`config.mk`:
```
export PLATFORM = sky130hd
export DESIGN_NAME = json_event_tokenizer_core_flat
export DESIGN_NICKNAME = d
export VERILOG_FILES = /design/src/design/jet_pkg.sv /design/src/design/jet_if.sv /design/src/design/jet_parse.sv /design/src/design/jet_stack.sv /design/src/design/jet_evq.sv /design/src/design/json_event_tokenizer_core.sv /design/src/flat_wrapper.sv
export SDC_FILE = /design/constraint.sdc
export NUM_CORES = 2
export LEC_CHECK = 0
export CAP_MARGIN = 20
export CORE_MARGIN = 2
export CORE_UTILIZATION = 55
export DETAILED_ROUTE_END_ITERATION = 7
export DONT_BUFFER_PORTS = 1
export PLACE_DENSITY_LB_ADDON = 0.25
export RECOVER_POWER = 50
export SLEW_MARGIN = 10
export SYNTH_ARGS = -nofsm -noshare
export SYNTH_HDL_FRONTEND = slang
export SYNTH_SLANG_ARGS = --single-unit
```
`constraint.sdc`:
```
create_clock -name clk_i -period 22.9 [get_ports clk_i]
set_input_delay 1.145 -clock clk_i [delete_from_list [all_inputs] [get_ports clk_i]]
set_output_delay 1.145 -clock clk_i [all_outputs]
set_load 0.01 [all_outputs]
```
`src/design/jet_pkg.sv`:
```
// shared types, codes and character helpers for the json event tokenizer
// no dependencies
package jet_pkg;

  localparam int MaxEvents = 4;
  localparam int PosW      = 20;
  localparam int AmtW      = 21;

  typedef enum logic [3:0] {
    EV_DOC  = 4'd0,
    EV_OBJ  = 4'd1,
    EV_ARR  = 4'd2,
    EV_KEY  = 4'd3,
    EV_IDX  = 4'd4,
    EV_STR  = 4'd5,
    EV_BOOL = 4'd6,
    EV_NULL = 4'd7,
    EV_NUM  = 4'd8,
    EV_ERR  = 4'd9
  } ev_kind_e;

  typedef enum logic [2:0] {
    ERR_MISSING_KEY   = 3'd0,
    ERR_UNTERM_KEY    = 3'd1,
    ERR_MISSING_VALUE = 3'd2,
    ERR_UNTERM_OBJ    = 3'd3,
    ERR_UNTERM_ARR    = 3'd4,
    ERR_UNTERM_STR    = 3'd5,
    ERR_INVALID_VALUE = 3'd6
  } err_code_e;

  typedef enum logic [17:0] {
    PH_VALUE       = 18'h00001,
    PH_ARR_ELEM    = 18'h00002,
    PH_ARR_NEXT    = 18'h00004,
    PH_OBJ_KEY     = 18'h00008,
    PH_KEY_TEXT    = 18'h00010,
    PH_OBJ_COLON   = 18'h00020,
    PH_OBJ_NEXT    = 18'h00040,
    PH_STR_TEXT    = 18'h00080,
    PH_TRUE        = 18'h00100,
    PH_FALSE       = 18'h00200,
    PH_NULL        = 18'h00400,
    PH_NUM_SIGN    = 18'h00800,
    PH_NUM_INT     = 18'h01000,
    PH_NUM_FRAC0   = 18'h02000,
    PH_NUM_FRAC    = 18'h04000,
    PH_NUM_EXP0    = 18'h08000,
    PH_NUM_EXPSIGN = 18'h10000,
    PH_NUM_EXP     = 18'h20000
  } phase_e;

  localparam logic [7:0] ChNul    = 8'h00;
  localparam logic [7:0] ChQuote  = 8'h22;
  localparam logic [7:0] ChBslash = 8'h5c;
  localparam logic [7:0] ChLbrace = 8'h7b;
  localparam logic [7:0] ChRbrace = 8'h7d;
  localparam logic [7:0] ChLbrack = 8'h5b;
  localparam logic [7:0] ChRbrack = 8'h5d;
  localparam logic [7:0] ChComma  = 8'h2c;
  localparam logic [7:0] ChColon  = 8'h3a;
  localparam logic [7:0] ChMinus  = 8'h2d;
  localparam logic [7:0] ChPlus   = 8'h2b;
  localparam logic [7:0] ChDot    = 8'h2e;
  localparam logic [7:0] ChLowE   = 8'h65;
  localparam logic [7:0] ChUpE    = 8'h45;
  localparam logic [7:0] ChLowT   = 8'h74;
  localparam logic [7:0] ChLowF   = 8'h66;
  localparam logic [7:0] ChLowN   = 8'h6e;

  typedef struct packed {
    ev_kind_e        kind;
    logic [PosW-1:0] pos;
    logic [AmtW-1:0] amount;
    logic [2:0]      code;
  } ev_t;

  typedef struct packed {
    ev_t [MaxEvents-1:0] ev;
    logic [2:0]          num;
  } grp_t;

  function automatic logic is_space(logic [7:0] c);
    return (c == 8'd32) || ((c >= 8'd9) && (c <= 8'd13));
  endfunction

  function automatic logic is_digit(logic [7:0] c);
    return (c >= 8'h30) && (c <= 8'h39);
  endfunction

  // expected letter of true, false or null at a given match count
  function automatic logic [7:0] lit_char(phase_e ph, logic [2:0] i);
    logic [7:0] r;
    r = 8'h00;
    unique case (ph)
      PH_TRUE: begin
        unique case (i)
          3'd0:    r = "t";
          3'd1:    r = "r";
          3'd2:    r = "u";
          default: r = "e";
        endcase
      end
      PH_FALSE: begin
        unique case (i)
          3'd0:    r = "f";
          3'd1:    r = "a";
          3'd2:    r = "l";
          3'd3:    r = "s";
          default: r = "e";
        endcase
      end
      default: begin
        unique case (i)
          3'd0:    r = "n";
          3'd1:    r = "u";
          default: r = "l";
        endcase
      end
    endcase
    return r;
  endfunction

  function automatic logic [2:0] lit_len(phase_e ph);
    return (ph == PH_FALSE) ? 3'd5 : 3'd4;
  endfunction

endpackage

```
`src/design/jet_if.sv`:
```
// valid/ready channel interfaces for text bytes in and events out
// depends on nothing
interface jet_in_if;
  logic       valid;
  logic       ready;
  logic [7:0] data_byte;
  logic       first_byte;
  logic       last_byte;

  modport source (output valid, data_byte, first_byte, last_byte, input ready);
  modport sink (input valid, data_byte, first_byte, last_byte, output ready);
endinterface

interface jet_out_if;
  logic        valid;
  logic        ready;
  logic [3:0]  event_kind;
  logic [19:0] position;
  logic [20:0] amount;
  logic [2:0]  error_code;
  logic        last_of_run;

  modport source (output valid, event_kind, position, amount, error_code, last_of_run,
                  input ready);
  modport sink (input valid, event_kind, position, amount, error_code, last_of_run,
                output ready);
endinterface

```
`src/design/jet_parse.sv`:
```
// parser state registers and the per-byte event logic
// depends on jet_pkg
module jet_parse #(
  parameter int NEST_DEPTH  = 32,
  parameter int OFFSET_BITS = 20,
  localparam int LvlW       = $clog2(NEST_DEPTH + 1)
) (
  input  logic                   clk_i,
  input  logic                   rst_ni,
  input  logic                   accept_i,
  input  logic [7:0]             data_byte_i,
  input  logic                   first_byte_i,
  input  logic                   last_byte_i,
  input  logic                   below_kind_i,
  input  logic [OFFSET_BITS-1:0] below_cnt_i,
  output jet_pkg::grp_t          grp_o,
  output logic                   wr_en_o,
  output logic [LvlW-1:0]        wr_lvl_o,
  output logic                   wr_kind_o,
  output logic [OFFSET_BITS-1:0] wr_cnt_o,
  output logic [LvlW-1:0]        rd_lvl_o
);

  typedef logic [OFFSET_BITS-1:0] off_t;

  typedef struct packed {
    jet_pkg::phase_e phase;
    logic [LvlW-1:0] level;
    logic            top_kind;
    off_t            top_cnt;
    off_t            tstart;
    logic            bs;
    logic [2:0]      lit;
    logic            done;
  } st_t;

  typedef struct packed {
    st_t                                 st;
    jet_pkg::ev_t [jet_pkg::MaxEvents-1:0] ev;
    logic [2:0]                          num;
    logic                                again;
    logic                                push;
    logic                                push_kind;
    off_t                                push_cnt;
  } wk_t;

  st_t             st_q;
  off_t            off_q;
  off_t            off_cur;
  wk_t             w;
  logic [LvlW-1:0] lvl0;

  function automatic wk_t f_emit(wk_t w_in, jet_pkg::ev_kind_e k, off_t pos, off_t amt,
                                 logic [2:0] code);
    wk_t r;
    r = w_in;
    if (r.num < 3'd4) begin
      r.ev[r.num[1:0]].kind   = k;
      r.ev[r.num[1:0]].pos    = jet_pkg::PosW'(pos);
      r.ev[r.num[1:0]].amount = jet_pkg::AmtW'(amt);
      r.ev[r.num[1:0]].code   = code;
      r.num = r.num + 3'd1;
    end
    return r;
  endfunction

  function automatic wk_t f_fail(wk_t w_in, off_t o, jet_pkg::err_code_e code);
    wk_t r;
    r = f_emit(w_in, jet_pkg::EV_ERR, o, '0, code);
    r.st.done = 1'b1;
    return r;
  endfunction

  function automatic wk_t f_complete(wk_t w_in);
    wk_t r;
    r = w_in;
    if (r.st.level == '0) begin
      r = f_emit(r, jet_pkg::EV_DOC, '0, '0, '0);
      r.st.done = 1'b1;
    end else if (r.st.top_kind) begin
      r.st.phase = jet_pkg::PH_ARR_NEXT;
    end else begin
      r.st.phase = jet_pkg::PH_OBJ_NEXT;
    end
    return r;
  endfunction

  function automatic wk_t f_close(wk_t w_in, off_t o, logic bk, off_t bc);
    wk_t  r;
    logic is_arr;
    r = w_in;
    is_arr = r.st.top_kind;
    r.st.level = r.st.level - LvlW'(1);
    r.st.top_kind = bk;
    r.st.top_cnt = bc;
    if (is_arr) begin
      r = f_emit(r, jet_pkg::EV_ARR, o, '0, '0);
    end else begin
      r = f_emit(r, jet_pkg::EV_OBJ, o, '0, '0);
    end
    return f_complete(r);
  endfunction

  function automatic wk_t f_open(wk_t w_in, off_t o, logic is_arr);
    wk_t r;
    r = w_in;
    if (32'(r.st.level) >= NEST_DEPTH) begin
      r = f_fail(r, o, jet_pkg::ERR_INVALID_VALUE);
    end else begin
      r.push = 1'b1;
      r.push_kind = r.st.top_kind;
      r.push_cnt = r.st.top_cnt;
      r.st.top_kind = is_arr;
      r.st.top_cnt = '0;
      r.st.level = r.st.level + LvlW'(1);
      if (is_arr) begin
        r = f_emit(r, jet_pkg::EV_ARR, o, off_t'(1), '0);
        r.st.phase = jet_pkg::PH_ARR_ELEM;
      end else begin
        r = f_emit(r, jet_pkg::EV_OBJ, o, off_t'(1), '0);
        r.st.phase = jet_pkg::PH_OBJ_KEY;
      end
    end
    return r;
  endfunction

  function automatic wk_t f_start(wk_t w_in, logic [7:0] c, off_t o);
    wk_t r;
    r = w_in;
    priority if (c == jet_pkg::ChLbrace) begin
      r = f_open(r, o, 1'b0);
    end else if (c == jet_pkg::ChLbrack) begin
      r = f_open(r, o, 1'b1);
    end else if (c == jet_pkg::ChQuote) begin
      r.st.tstart = o + off_t'(1);
      r.st.bs = 1'b0;
      r.st.phase = jet_pkg::PH_STR_TEXT;
    end else if (c == jet_pkg::ChLowT) begin
      r.st.lit = 3'd1;
      r.st.phase = jet_pkg::PH_TRUE;
    end else if (c == jet_pkg::ChLowF) begin
      r.st.lit = 3'd1;
      r.st.phase = jet_pkg::PH_FALSE;
    end else if (c == jet_pkg::ChLowN) begin
      r.st.lit = 3'd1;
      r.st.phase = jet_pkg::PH_NULL;
    end else if (c == jet_pkg::ChMinus) begin
      r.st.tstart = o;
      r.st.phase = jet_pkg::PH_NUM_SIGN;
    end else if (jet_pkg::is_digit(c)) begin
      r.st.tstart = o;
      r.st.phase = jet_pkg::PH_NUM_INT;
    end else begin
      r = f_fail(r, o, jet_pkg::ERR_INVALID_VALUE);
    end
    return r;
  endfunction

  // one pass of the byte through the phase logic
  function automatic wk_t f_pass(wk_t w_in, logic [7:0] c, off_t o, logic bk, off_t bc);
    wk_t  r;
    logic sp;
    logic dg;
    r = w_in;
    r.again = 1'b0;
    sp = jet_pkg::is_space(c);
    dg = jet_pkg::is_digit(c);
    unique case (r.st.phase)
      jet_pkg::PH_VALUE: begin
        if (!sp) r = f_start(r, c, o);
      end
      jet_pkg::PH_ARR_ELEM: begin
        if (c == jet_pkg::ChRbrack) begin
          r = f_close(r, o, bk, bc);
        end else if (!sp) begin
          r = f_emit(r, jet_pkg::EV_IDX, o, r.st.top_cnt, '0);
          r.st.top_cnt = r.st.top_cnt + off_t'(1);
          r = f_start(r, c, o);
        end
      end
      jet_pkg::PH_ARR_NEXT: begin
        if (c == jet_pkg::ChComma) begin
          r.st.phase = jet_pkg::PH_ARR_ELEM;
        end else if (c == jet_pkg::ChRbrack) begin
          r = f_close(r, o, bk, bc);
        end else if (!sp) begin
          r = f_fail(r, o, jet_pkg::ERR_UNTERM_ARR);
        end
      end
      jet_pkg::PH_OBJ_KEY: begin
        if (c == jet_pkg::ChRbrace) begin
          r = f_close(r, o, bk, bc);
        end else if (c == jet_pkg::ChQuote) begin
          r.st.tstart = o + off_t'(1);
          r.st.bs = 1'b0;
          r.st.phase = jet_pkg::PH_KEY_TEXT;
        end else if (!sp) begin
          r = f_fail(r, o, jet_pkg::ERR_MISSING_KEY);
        end
      end
      jet_pkg::PH_KEY_TEXT: begin
        if (c == jet_pkg::ChNul) begin
          r = f_fail(r, o, jet_pkg::ERR_UNTERM_KEY);
        end else if (c == jet_pkg::ChQuote && !r.st.bs) begin
          r = f_emit(r, jet_pkg::EV_KEY, r.st.tstart, o - r.st.tstart, '0);
          r.st.phase = jet_pkg::PH_OBJ_COLON;
        end else begin
          r.st.bs = (c == jet_pkg::ChBslash);
        end
      end
      jet_pkg::PH_OBJ_COLON: begin
        if (c == jet_pkg::ChColon) begin
          r.st.phase = jet_pkg::PH_VALUE;
        end else if (!sp) begin
          r = f_fail(r, o, jet_pkg::ERR_MISSING_VALUE);
        end
      end
      jet_pkg::PH_OBJ_NEXT: begin
        if (c == jet_pkg::ChComma) begin
          r.st.phase = jet_pkg::PH_OBJ_KEY;
        end else if (c == jet_pkg::ChRbrace) begin
          r = f_close(r, o, bk, bc);
        end else if (!sp) begin
          r = f_fail(r, o, jet_pkg::ERR_UNTERM_OBJ);
        end
      end
      jet_pkg::PH_STR_TEXT: begin
        if (c == jet_pkg::ChNul) begin
          r = f_fail(r, o, jet_pkg::ERR_UNTERM_STR);
        end else if (c == jet_pkg::ChQuote && !r.st.bs) begin
          r = f_emit(r, jet_pkg::EV_STR, r.st.tstart, o - r.st.tstart, '0);
          r = f_complete(r);
        end else begin
          r.st.bs = (c == jet_pkg::ChBslash);
        end
      end
      jet_pkg::PH_TRUE, jet_pkg::PH_FALSE, jet_pkg::PH_NULL: begin
        if (r.st.lit < jet_pkg::lit_len(r.st.phase) &&
            c == jet_pkg::lit_char(r.st.phase, r.st.lit)) begin
          r.st.lit = r.st.lit + 3'd1;
          if (r.st.lit == jet_pkg::lit_len(r.st.phase)) begin
            r.st.lit = 3'd0;
            if (r.st.phase == jet_pkg::PH_TRUE) begin
              r = f_emit(r, jet_pkg::EV_BOOL, '0, off_t'(1), '0);
            end else if (r.st.phase == jet_pkg::PH_FALSE) begin
              r = f_emit(r, jet_pkg::EV_BOOL, '0, '0, '0);
            end else begin
              r = f_emit(r, jet_pkg::EV_NULL, '0, '0, '0);
            end
            r = f_complete(r);
          end
        end else begin
          r = f_fail(r, o, jet_pkg::ERR_INVALID_VALUE);
        end
      end
      jet_pkg::PH_NUM_SIGN: begin
        if (dg) r.st.phase = jet_pkg::PH_NUM_INT;
        else    r = f_fail(r, o, jet_pkg::ERR_INVALID_VALUE);
      end
      jet_pkg::PH_NUM_FRAC0: begin
        if (dg) r.st.phase = jet_pkg::PH_NUM_FRAC;
        else    r = f_fail(r, o, jet_pkg::ERR_INVALID_VALUE);
      end
      jet_pkg::PH_NUM_EXPSIGN: begin
        if (dg) r.st.phase = jet_pkg::PH_NUM_EXP;
        else    r = f_fail(r, o, jet_pkg::ERR_INVALID_VALUE);
      end
      jet_pkg::PH_NUM_EXP0: begin
        if (c == jet_pkg::ChPlus || c == jet_pkg::ChMinus) begin
          r.st.phase = jet_pkg::PH_NUM_EXPSIGN;
        end else if (dg) begin
          r.st.phase = jet_pkg::PH_NUM_EXP;
        end else begin
          r = f_fail(r, o, jet_pkg::ERR_INVALID_VALUE);
        end
      end
      jet_pkg::PH_NUM_INT, jet_pkg::PH_NUM_FRAC, jet_pkg::PH_NUM_EXP: begin
        if (dg) begin
          r.st.phase = r.st.phase;
        end else if (c == jet_pkg::ChDot && r.st.phase == jet_pkg::PH_NUM_INT) begin
          r.st.phase = jet_pkg::PH_NUM_FRAC0;
        end else if ((c == jet_pkg::ChLowE || c == jet_pkg::ChUpE) &&
                     r.st.phase != jet_pkg::PH_NUM_EXP) begin
          r.st.phase = jet_pkg::PH_NUM_EXP0;
        end else begin
          // number ends, byte is parsed again as what follows the value
          r = f_emit(r, jet_pkg::EV_NUM, r.st.tstart, o - r.st.tstart, '0);
          r = f_complete(r);
          r.again = !r.st.done;
        end
      end
      default: begin
        r = f_fail(r, o, jet_pkg::ERR_INVALID_VALUE);
      end
    endcase
    return r;
  endfunction

  assign off_cur = first_byte_i ? '0 : off_q;

  always_comb begin
    w = '0;
    w.st = st_q;
    if (first_byte_i) begin
      w.st.phase  = jet_pkg::PH_VALUE;
      w.st.level  = '0;
      w.st.tstart = '0;
      w.st.bs     = 1'b0;
      w.st.lit    = 3'd0;
      w.st.done   = 1'b0;
      w = f_emit(w, jet_pkg::EV_DOC, '0, off_t'(1), '0);
    end
    lvl0 = w.st.level;
    if (!w.st.done) begin
      w = f_pass(w, data_byte_i, off_cur, below_kind_i, below_cnt_i);
      if (w.again) w = f_pass(w, data_byte_i, off_cur, below_kind_i, below_cnt_i);
    end
    // virtual terminator after the last byte
    if (last_byte_i && !w.st.done && data_byte_i != jet_pkg::ChNul) begin
      w = f_pass(w, jet_pkg::ChNul, off_cur + off_t'(1), below_kind_i, below_cnt_i);
      if (w.again) begin
        w = f_pass(w, jet_pkg::ChNul, off_cur + off_t'(1), below_kind_i, below_cnt_i);
      end
    end
  end

  assign grp_o.ev  = w.ev;
  assign grp_o.num = w.num;
  assign wr_en_o   = w.push && (lvl0 != '0);
  assign wr_lvl_o  = lvl0 - LvlW'(1);
  assign wr_kind_o = w.push_kind;
  assign wr_cnt_o  = w.push_cnt;
  assign rd_lvl_o  = accept_i ? w.st.level : st_q.level;

  always_ff @(posedge clk_i or negedge rst_ni) begin
    if (!rst_ni) begin
      st_q  <= '{phase: jet_pkg::PH_VALUE, default: '0};
      off_q <= '0;
    end else if (accept_i) begin
      st_q  <= w.st;
      off_q <= off_cur + off_t'(1);
    end
  end

endmodule

```
`src/design/jet_stack.sv`:
```
// nesting stack memory for the levels below the cached top entry
// registered read with write bypass, depends on nothing
module jet_stack #(
  parameter int NEST_DEPTH  = 32,
  parameter int OFFSET_BITS = 20,
  localparam int LvlW       = $clog2(NEST_DEPTH + 1),
  localparam int IdxW       = (NEST_DEPTH > 1) ? $clog2(NEST_DEPTH) : 1
) (
  input  logic                   clk_i,
  input  logic                   wr_en_i,
  input  logic [LvlW-1:0]        wr_lvl_i,
  input  logic                   wr_kind_i,
  input  logic [OFFSET_BITS-1:0] wr_cnt_i,
  input  logic [LvlW-1:0]        rd_lvl_i,
  output logic                   rd_kind_o,
  output logic [OFFSET_BITS-1:0] rd_cnt_o
);

  logic                   kind_mem [NEST_DEPTH];
  logic [OFFSET_BITS-1:0] cnt_mem  [NEST_DEPTH];
  logic [IdxW-1:0]        wr_idx;
  logic [IdxW-1:0]        rd_idx;
  logic [LvlW-1:0]        rd_m2;

  // entry under the top after the next pop
  assign rd_m2  = rd_lvl_i - LvlW'(1) - LvlW'(1);
  assign rd_idx = (32'(rd_lvl_i) >= 2) ? IdxW'(rd_m2) : '0;
  assign wr_idx = IdxW'(wr_lvl_i);

  always_ff @(posedge clk_i) begin
    if (wr_en_i) begin
      kind_mem[wr_idx] <= wr_kind_i;
      cnt_mem[wr_idx]  <= wr_cnt_i;
    end
  end

  always_ff @(posedge clk_i) begin
    if (wr_en_i && wr_idx == rd_idx) begin
      rd_kind_o <= wr_kind_i;
      rd_cnt_o  <= wr_cnt_i;
    end else begin
      rd_kind_o <= kind_mem[rd_idx];
      rd_cnt_o  <= cnt_mem[rd_idx];
    end
  end

endmodule

```
`src/design/jet_evq.sv`:
```
// two-entry queue of per-byte event groups, drained one event per transfer
// depends on jet_pkg and jet_out_if
module jet_evq (
  input  logic          clk_i,
  input  logic          rst_ni,
  input  logic          push_i,
  input  jet_pkg::grp_t grp_i,
  output logic          space_o,
  jet_out_if.source     evt_o
);

  jet_pkg::grp_t grp_q [2];
  jet_pkg::grp_t cur;
  jet_pkg::ev_t  ev;
  logic          head_q;
  logic          tail_q;
  logic [1:0]    cnt_q;
  logic [1:0]    rd_q;
  logic          last;
  logic          xfer;
  logic          pop;

  assign cur  = grp_q[head_q];
  assign ev   = cur.ev[rd_q];
  assign last = ({1'b0, rd_q} + 3'd1) == cur.num;
  assign xfer = evt_o.valid && evt_o.ready;
  assign pop  = xfer && last;

  assign space_o           = cnt_q != 2'd2;
  assign evt_o.valid       = cnt_q != 2'd0;
  assign evt_o.event_kind  = ev.kind;
  assign evt_o.position    = ev.pos;
  assign evt_o.amount      = ev.amount;
  assign evt_o.error_code  = ev.code;
  assign evt_o.last_of_run = last;

  always_ff @(posedge clk_i) begin
    if (push_i) grp_q[tail_q] <= grp_i;
  end

  always_ff @(posedge clk_i or negedge rst_ni) begin
    if (!rst_ni) begin
      head_q <= 1'b0;
      tail_q <= 1'b0;
      cnt_q  <= 2'd0;
      rd_q   <= 2'd0;
    end else begin
      if (push_i) tail_q <= ~tail_q;
      if (pop) head_q <= ~head_q;
      if (push_i && !pop) begin
        cnt_q <= cnt_q + 2'd1;
      end else if (pop && !push_i) begin
        cnt_q <= cnt_q - 2'd1;
      end
      if (xfer) rd_q <= last ? 2'd0 : rd_q + 2'd1;
    end
  end

endmodule

```
`src/design/json_event_tokenizer_core.sv`:
```
// json event tokenizer: one text byte in, zero to four events out per byte
// a byte's events are written into the event queue as the byte transfers
// throughput: one byte per cycle while the event queue has space; the event
// port moves one event per cycle while ready is high
// reset: asynchronous, parser waits for a top-level value, offset zero,
// the stack memory is not cleared
module json_event_tokenizer_core #(
  parameter int NEST_DEPTH  = 32,
  parameter int OFFSET_BITS = 20
) (
  input  logic      clk_i,
  input  logic      rst_ni,
  jet_in_if.sink    byte_i,
  jet_out_if.source evt_o
);

  localparam int LvlW = $clog2(NEST_DEPTH + 1);

  logic                   accept;
  logic                   space;
  jet_pkg::grp_t          grp;
  logic                   wr_en;
  logic [LvlW-1:0]        wr_lvl;
  logic                   wr_kind;
  logic [OFFSET_BITS-1:0] wr_cnt;
  logic [LvlW-1:0]        rd_lvl;
  logic                   below_kind;
  logic [OFFSET_BITS-1:0] below_cnt;

  assign byte_i.ready = space;
  assign accept       = byte_i.valid && space;

  jet_parse #(
    .NEST_DEPTH  (NEST_DEPTH),
    .OFFSET_BITS (OFFSET_BITS)
  ) u_parse (
    .clk_i        (clk_i),
    .rst_ni       (rst_ni),
    .accept_i     (accept),
    .data_byte_i  (byte_i.data_byte),
    .first_byte_i (byte_i.first_byte),
    .last_byte_i  (byte_i.last_byte),
    .below_kind_i (below_kind),
    .below_cnt_i  (below_cnt),
    .grp_o        (grp),
    .wr_en_o      (wr_en),
    .wr_lvl_o     (wr_lvl),
    .wr_kind_o    (wr_kind),
    .wr_cnt_o     (wr_cnt),
    .rd_lvl_o     (rd_lvl)
  );

  jet_stack #(
    .NEST_DEPTH  (NEST_DEPTH),
    .OFFSET_BITS (OFFSET_BITS)
  ) u_stack (
    .clk_i     (clk_i),
    .wr_en_i   (accept && wr_en),
    .wr_lvl_i  (wr_lvl),
    .wr_kind_i (wr_kind),
    .wr_cnt_i  (wr_cnt),
    .rd_lvl_i  (rd_lvl),
    .rd_kind_o (below_kind),
    .rd_cnt_o  (below_cnt)
  );

  jet_evq u_evq (
    .clk_i   (clk_i),
    .rst_ni  (rst_ni),
    .push_i  (accept && grp.num != 3'd0),
    .grp_i   (grp),
    .space_o (space),
    .evt_o   (evt_o)
  );

endmodule

```
`src/flat_wrapper.sv`:
```
// flat-port wrapper written by rule: the top's interface ports become plain ports
module json_event_tokenizer_core_flat 
#(
  parameter int NEST_DEPTH  = 32,
  parameter int OFFSET_BITS = 20
)
  (clk_i, rst_ni, byte_i_valid, byte_i_data_byte, byte_i_first_byte, byte_i_last_byte, byte_i_ready, evt_o_valid, evt_o_event_kind, evt_o_position, evt_o_amount, evt_o_error_code, evt_o_last_of_run, evt_o_ready);
  jet_in_if byte_i_i ();
  jet_out_if evt_o_i ();
  input  logic clk_i;
  input  logic rst_ni;
  input wire logic [$bits(byte_i_i.valid)-1:0] byte_i_valid;
  input wire logic [$bits(byte_i_i.data_byte)-1:0] byte_i_data_byte;
  input wire logic [$bits(byte_i_i.first_byte)-1:0] byte_i_first_byte;
  input wire logic [$bits(byte_i_i.last_byte)-1:0] byte_i_last_byte;
  output wire logic [$bits(byte_i_i.ready)-1:0] byte_i_ready;
  output wire logic [$bits(evt_o_i.valid)-1:0] evt_o_valid;
  output wire logic [$bits(evt_o_i.event_kind)-1:0] evt_o_event_kind;
  output wire logic [$bits(evt_o_i.position)-1:0] evt_o_position;
  output wire logic [$bits(evt_o_i.amount)-1:0] evt_o_amount;
  output wire logic [$bits(evt_o_i.error_code)-1:0] evt_o_error_code;
  output wire logic [$bits(evt_o_i.last_of_run)-1:0] evt_o_last_of_run;
  input wire logic [$bits(evt_o_i.ready)-1:0] evt_o_ready;
  assign byte_i_i.valid = byte_i_valid;
  assign byte_i_i.data_byte = byte_i_data_byte;
  assign byte_i_i.first_byte = byte_i_first_byte;
  assign byte_i_i.last_byte = byte_i_last_byte;
  assign byte_i_ready = byte_i_i.ready;
  assign evt_o_valid = evt_o_i.valid;
  assign evt_o_event_kind = evt_o_i.event_kind;
  assign evt_o_position = evt_o_i.position;
  assign evt_o_amount = evt_o_i.amount;
  assign evt_o_error_code = evt_o_i.error_code;
  assign evt_o_last_of_run = evt_o_i.last_of_run;
  assign evt_o_i.ready = evt_o_ready;
  json_event_tokenizer_core #(.NEST_DEPTH(NEST_DEPTH), .OFFSET_BITS(OFFSET_BITS)) u_core (.clk_i(clk_i), .rst_ni(rst_ni), .byte_i(byte_i_i), .evt_o(evt_o_i));
endmodule
```
==> impl_metrics.xml <==
<?xml version="1.0" encoding="UTF-8"?>
<metrics>
  <group name="cells_and_area">
    <metric name="final_cell_area" unit="sq um">72550</metric>
    <metric name="syn_to_final_growth" unit="%">9.372</metric>
    <metric name="design.final.nets" unit="">5981</metric>
    <metric name="commonest_cells_after_routing_fill_and_taps_aside" unit="">edfxtp_1, nand2_1, nor2_1</metric>
    <metric name="n_fill_cell" unit="">9189</metric>
    <metric name="final_common_cell" unit="">edfxtp_1</metric>
    <metric name="layout-drive-gt1-share" unit="">0.1439</metric>
  </group>
  <group name="status">
    <metric name="violations_in_the_final_reports" unit="">design-rule violations, max-capacitance violations, max-slew violations</metric>
    <metric name="status" unit="">complete, but fails checks</metric>
  </group>
  <group name="power">
    <metric name="p_leak" unit="uW">0.02493</metric>
    <metric name="p_seq_frac" unit="">0.366</metric>
    <metric name="power.switching" unit="uW">2980</metric>
    <metric name="intPower" unit="uW">4343</metric>
    <metric name="report.power.total" unit="uW">7323</metric>
    <metric name="pwr_density_cell" unit="nW/um^2">100.9</metric>
    <metric name="clock_power_share" unit="">0.265</metric>
    <metric name="comb_power_share" unit="">0.370</metric>
    <metric name="ir_worst_vdd" unit="mV">0.08919</metric>
    <metric name="switching_share" unit="">0.4070</metric>
  </group>
  <group name="worst_setup_path">
    <metric name="worst-path-max-fanout" unit="">67</metric>
    <metric name="worstSetupEndpointType" unit="">flip-flop</metric>
    <metric name="path_delay_family" unit="">simple AND/OR/NAND/NOR gates</metric>
    <metric name="timing_worst_setup_path_type" unit="">flip-flop to flip-flop</metric>
    <metric name="critPathLaunchType" unit="">flip-flop</metric>
    <metric name="critical_path.n_buffers_inverters" unit="">7</metric>
    <metric name="critPathArrivalTime" unit="ns">16.00</metric>
    <metric name="critical-path-slowest-cell" unit="">clkbuf_1</metric>
    <metric name="largest_stage_delay_on_the_critical_path" unit="ns">1.35</metric>
    <metric name="required" unit="ns">23.28</metric>
  </group>
  <group name="sta">
    <metric name="fin_setup_tns" unit="ns">0</metric>
    <metric name="final_min_period_over_clock_period" unit="">0.6825</metric>
    <metric name="slew_viol_final" unit="">1310</metric>
    <metric name="post-route-min-period" unit="ns">15.63</metric>
    <metric name="fin_worst_skew" unit="ns">0.05417</metric>
    <metric name="final-hold-violation-count" unit="">0</metric>
    <metric name="max_slew_margin" unit="">-1.229</metric>
    <metric name="fin_ws" unit="ns">7.270</metric>
    <metric name="rsz0062_at_grt" unit="">no</metric>
    <metric name="tightestPinTransition" unit="ns">3.343</metric>
    <metric name="setup_violations" unit="">0</metric>
    <metric name="max_clock_freq" unit="MHz">63.98</metric>
    <metric name="hold_slack" unit="ns">0.05071</metric>
  </group>
  <group name="placement">
    <metric name="portBuffers" unit="">0</metric>
    <metric name="dp_hpwl" unit="microns">213700</metric>
    <metric name="placedInstanceArea" unit="sq um">69050</metric>
    <metric name="routabilityCongestion" unit="">1.097</metric>
    <metric name="pre_cts_slack" unit="ns">10.44</metric>
  </group>
  <group name="synth">
    <metric name="ys_warn_count" unit="">0</metric>
    <metric name="synth_enable_flop_cells" unit="">1054</metric>
    <metric name="postSynth.topFlopCell" unit="">edfxtp_1</metric>
    <metric name="async_flop_share" unit="">0.08312</metric>
    <metric name="synth.lib_cells_used.distinct" unit="">118</metric>
    <metric name="yosys.area.top_type" unit="">edfxtp_1</metric>
    <metric name="synth_fp_nets" unit="">6002</metric>
    <metric name="netlist_top_cells_area" unit="">edfxtp_1, mux4_2, dfrtp_1</metric>
    <metric name="mappedNetlistArea" unit="sq um">66330</metric>
    <metric name="post_synthesis_sequential_area_ratio" unit="">0.5149</metric>
    <metric name="netlist.area_leader.share" unit="">0.4771</metric>
    <metric name="syn_avg_cell_area" unit="sq um">11.26</metric>
    <metric name="instance_count_of_the_mapped_netlist" unit="">5890</metric>
    <metric name="synth.ff_latch_count" unit="">1155</metric>
  </group>
  <group name="routing">
    <metric name="drt_wl_total" unit="microns">314600</metric>
    <metric name="drt.antenna.violating_nets" unit="">0</metric>
    <metric name="route.vias.total" unit="">59980</metric>
    <metric name="post_drt_via_cell_ratio" unit="">7.905</metric>
    <metric name="wl_per_cell" unit="microns">41.46</metric>
    <metric name="drt_pass1_iterations" unit="">8</metric>
    <metric name="remaining_drc_errors" unit="">164</metric>
    <metric name="first_iter_violations" unit="">12340</metric>
  </group>
  <group name="die">
    <metric name="pin_count" unit="">65</metric>
    <metric name="die_height" unit="microns">351.3</metric>
    <metric name="starting_utilization_of_the_core_area" unit="">0.5537</metric>
    <metric name="die-area" unit="sq um">123400</metric>
    <metric name="floorplan.rows" unit="">127</metric>
    <metric name="core-area" unit="sq um">119800</metric>
    <metric name="dieWidth" unit="microns">351.3</metric>
  </group>
  <group name="grt">
    <metric name="first_global_vias" unit="">56000</metric>
    <metric name="maximum_number_of_pins_on_one_net_before_global_route_repair" unit="">100</metric>
    <metric name="global_route.overflow_total" unit="">0</metric>
    <metric name="grt_first_pass_wirelength" unit="microns">436900</metric>
    <metric name="initial_antenna_violation_count" unit="">24</metric>
    <metric name="gr-usage-all-layers" unit="">0.5069</metric>
  </group>
  <group name="clock_network">
    <metric name="post_cts_buffers" unit="">0</metric>
    <metric name="cts_max_level" unit="">3</metric>
    <metric name="clock-root-buffer" unit="">clkbuf_16</metric>
    <metric name="insertion_delay_of_the_later_clocked_pin_in_the_worst_skew_pair" unit="ns">0.80</metric>
    <metric name="cts_hold_buffers" unit="">0</metric>
    <metric name="cts_buffers" unit="">114</metric>
    <metric name="cts-root-to-sink-buffers" unit="">3</metric>
    <metric name="clk_transition_reported_paths" unit="ns">0.06</metric>
    <metric name="cts.sink_count" unit="">1155</metric>
    <metric name="cts.repair.resized" unit="">0</metric>
    <metric name="tritoncts" unit="">done</metric>
  </group>
  <group name="hold_path">
    <metric name="classification_of_the_worst_slack_hold_path" unit="">input pin to asynchronous set/reset pin</metric>
  </group>
  <group name="job">
    <metric name="cap_violations" unit="">47</metric>
  </group>
</metrics>
## final timing paths
check	from	to	slack, ns	cells after the start
max	u_core.u_parse.st_q[61]	u_core.u_evq.grp_q[0][189]	7.27	38
min	rst_ni	u_core.u_parse.st_q[2]	0.05	0
max reg2reg	u_core.u_parse.st_q[61]	u_core.u_evq.grp_q[0][189]	7.27	38
min reg2reg	u_core.u_parse.off_q[5]	u_core.u_parse.off_q[5]	0.50	2
max in group asynchronous	rst_ni	u_core.u_evq.head_q	22.47	0
min in group clk_i	u_core.u_parse.off_q[5]	u_core.u_parse.off_q[5]	0.50	2
## per-layer routing
metal / routed length, microns / GRT usage / vias up / share of wire
met2: 131400 / 0.7263 / 6202 / 0.42
li1: - / - / 23010 / -
met1: 105800 / 0.6240 / 29000 / 0.34
met4: 31880 / 0.3807 / 20 / 0.10
met5: 143 / 0 / - / 0.00045
met3: 45440 / 0.1906 / 1755 / 0.14
## through the flow
step	utilization	instances
CTS	0.6073	7570
detailed placement	0.5763	7361
global route	0.6053	7576
global placement	0.5755	7354
finish	0.6055	7588
floorplan	-	5890
## cells in the mapped netlist (22+ instances only)
cell type and instances:
dfrtp_1 95, mux2i_1 51, a21oi_1 400, a21boi_0 22, nor4_1 42, o21ai_0 391
o211ai_1 54, mux4_2 294, nor2b_1 49, nand4_1 46, xor2_1 25, ha_1 96
buf_1 51, inv_1 150, a221oi_1 38, mux2_2 66, o21ai_1 30, and3_1 33
nor3_1 134, or4_1 24, nand3_1 123, a21o_1 30, o221ai_1 62, buf_2 31
nor2_1 569, a22oi_1 123, a31oi_1 74, a211oi_1 53, a32oi_1 22, o31ai_1 40
xnor2_1 68, nand2b_1 38, and2_1 39, or3_1 45, nand2_1 604, edfxtp_1 1054
o22ai_1 101, clkbuf_1 295
## power groups by stage
| stage | registers, uW | clock network [uW] | logic [uW] |
|---|---|---|---|
| 5_1_grt | 2680 | 2000 | 2760 |
| 4_1_cts | 2660 | 1930 | 2530 |
| 6_report | 2680 | 1940 | 2710 |
| 3_5_place_dp | 2700 | 0 | 2500 |
| 2_1_floorplan | 2630 | 0 | 1650 |
| 3_3_place_gp | 2680 | 0 | 2490 |
## state kept, by name, summed over array words and instances (netlist names), named ones only
signal,count
u_core.u_stack.cnt_mem,640
u_core.u_evq.grp_q,382
u_core.u_parse.st_q,70
u_core.u_stack.kind_mem,32
u_core.u_parse.off_q,20
u_core.u_evq.cnt_q,2
u_core.u_evq.rd_q,2
u_core.u_evq.head_q,1
u_core.u_evq.tail_q,1
## layout make-up
cell class | count | area, sq um | share of cell area
antenna | 14 | 35.03 | 0.0004829
clock buffer | 133 | 2924 | 0.04030
clock inverter | 76 | 783.3 | 0.01080
inverter | 160 | 600.6 | 0.008278
multi-input combinational | 4191 | 30290 | 0.4175
sequential | 1155 | 34170 | 0.4710
tap | 1612 | 2017 | 0.02780
timing repair buffer | 247 | 1728 | 0.02382
## kinds of logic after synthesis
group / share of synthesized area
AO/OA/AOI/OAI: 0.1687
XOR/XNOR: 0.01252
adder cells (fa/ha/maj): 0.01871
buffers and inverters: 0.03193
flip-flops: 0.5149
multiplexers: 0.1193
other: 0.00005653
AND/OR/NAND/NOR: 0.1339
(Power assumes the default switching activity.)
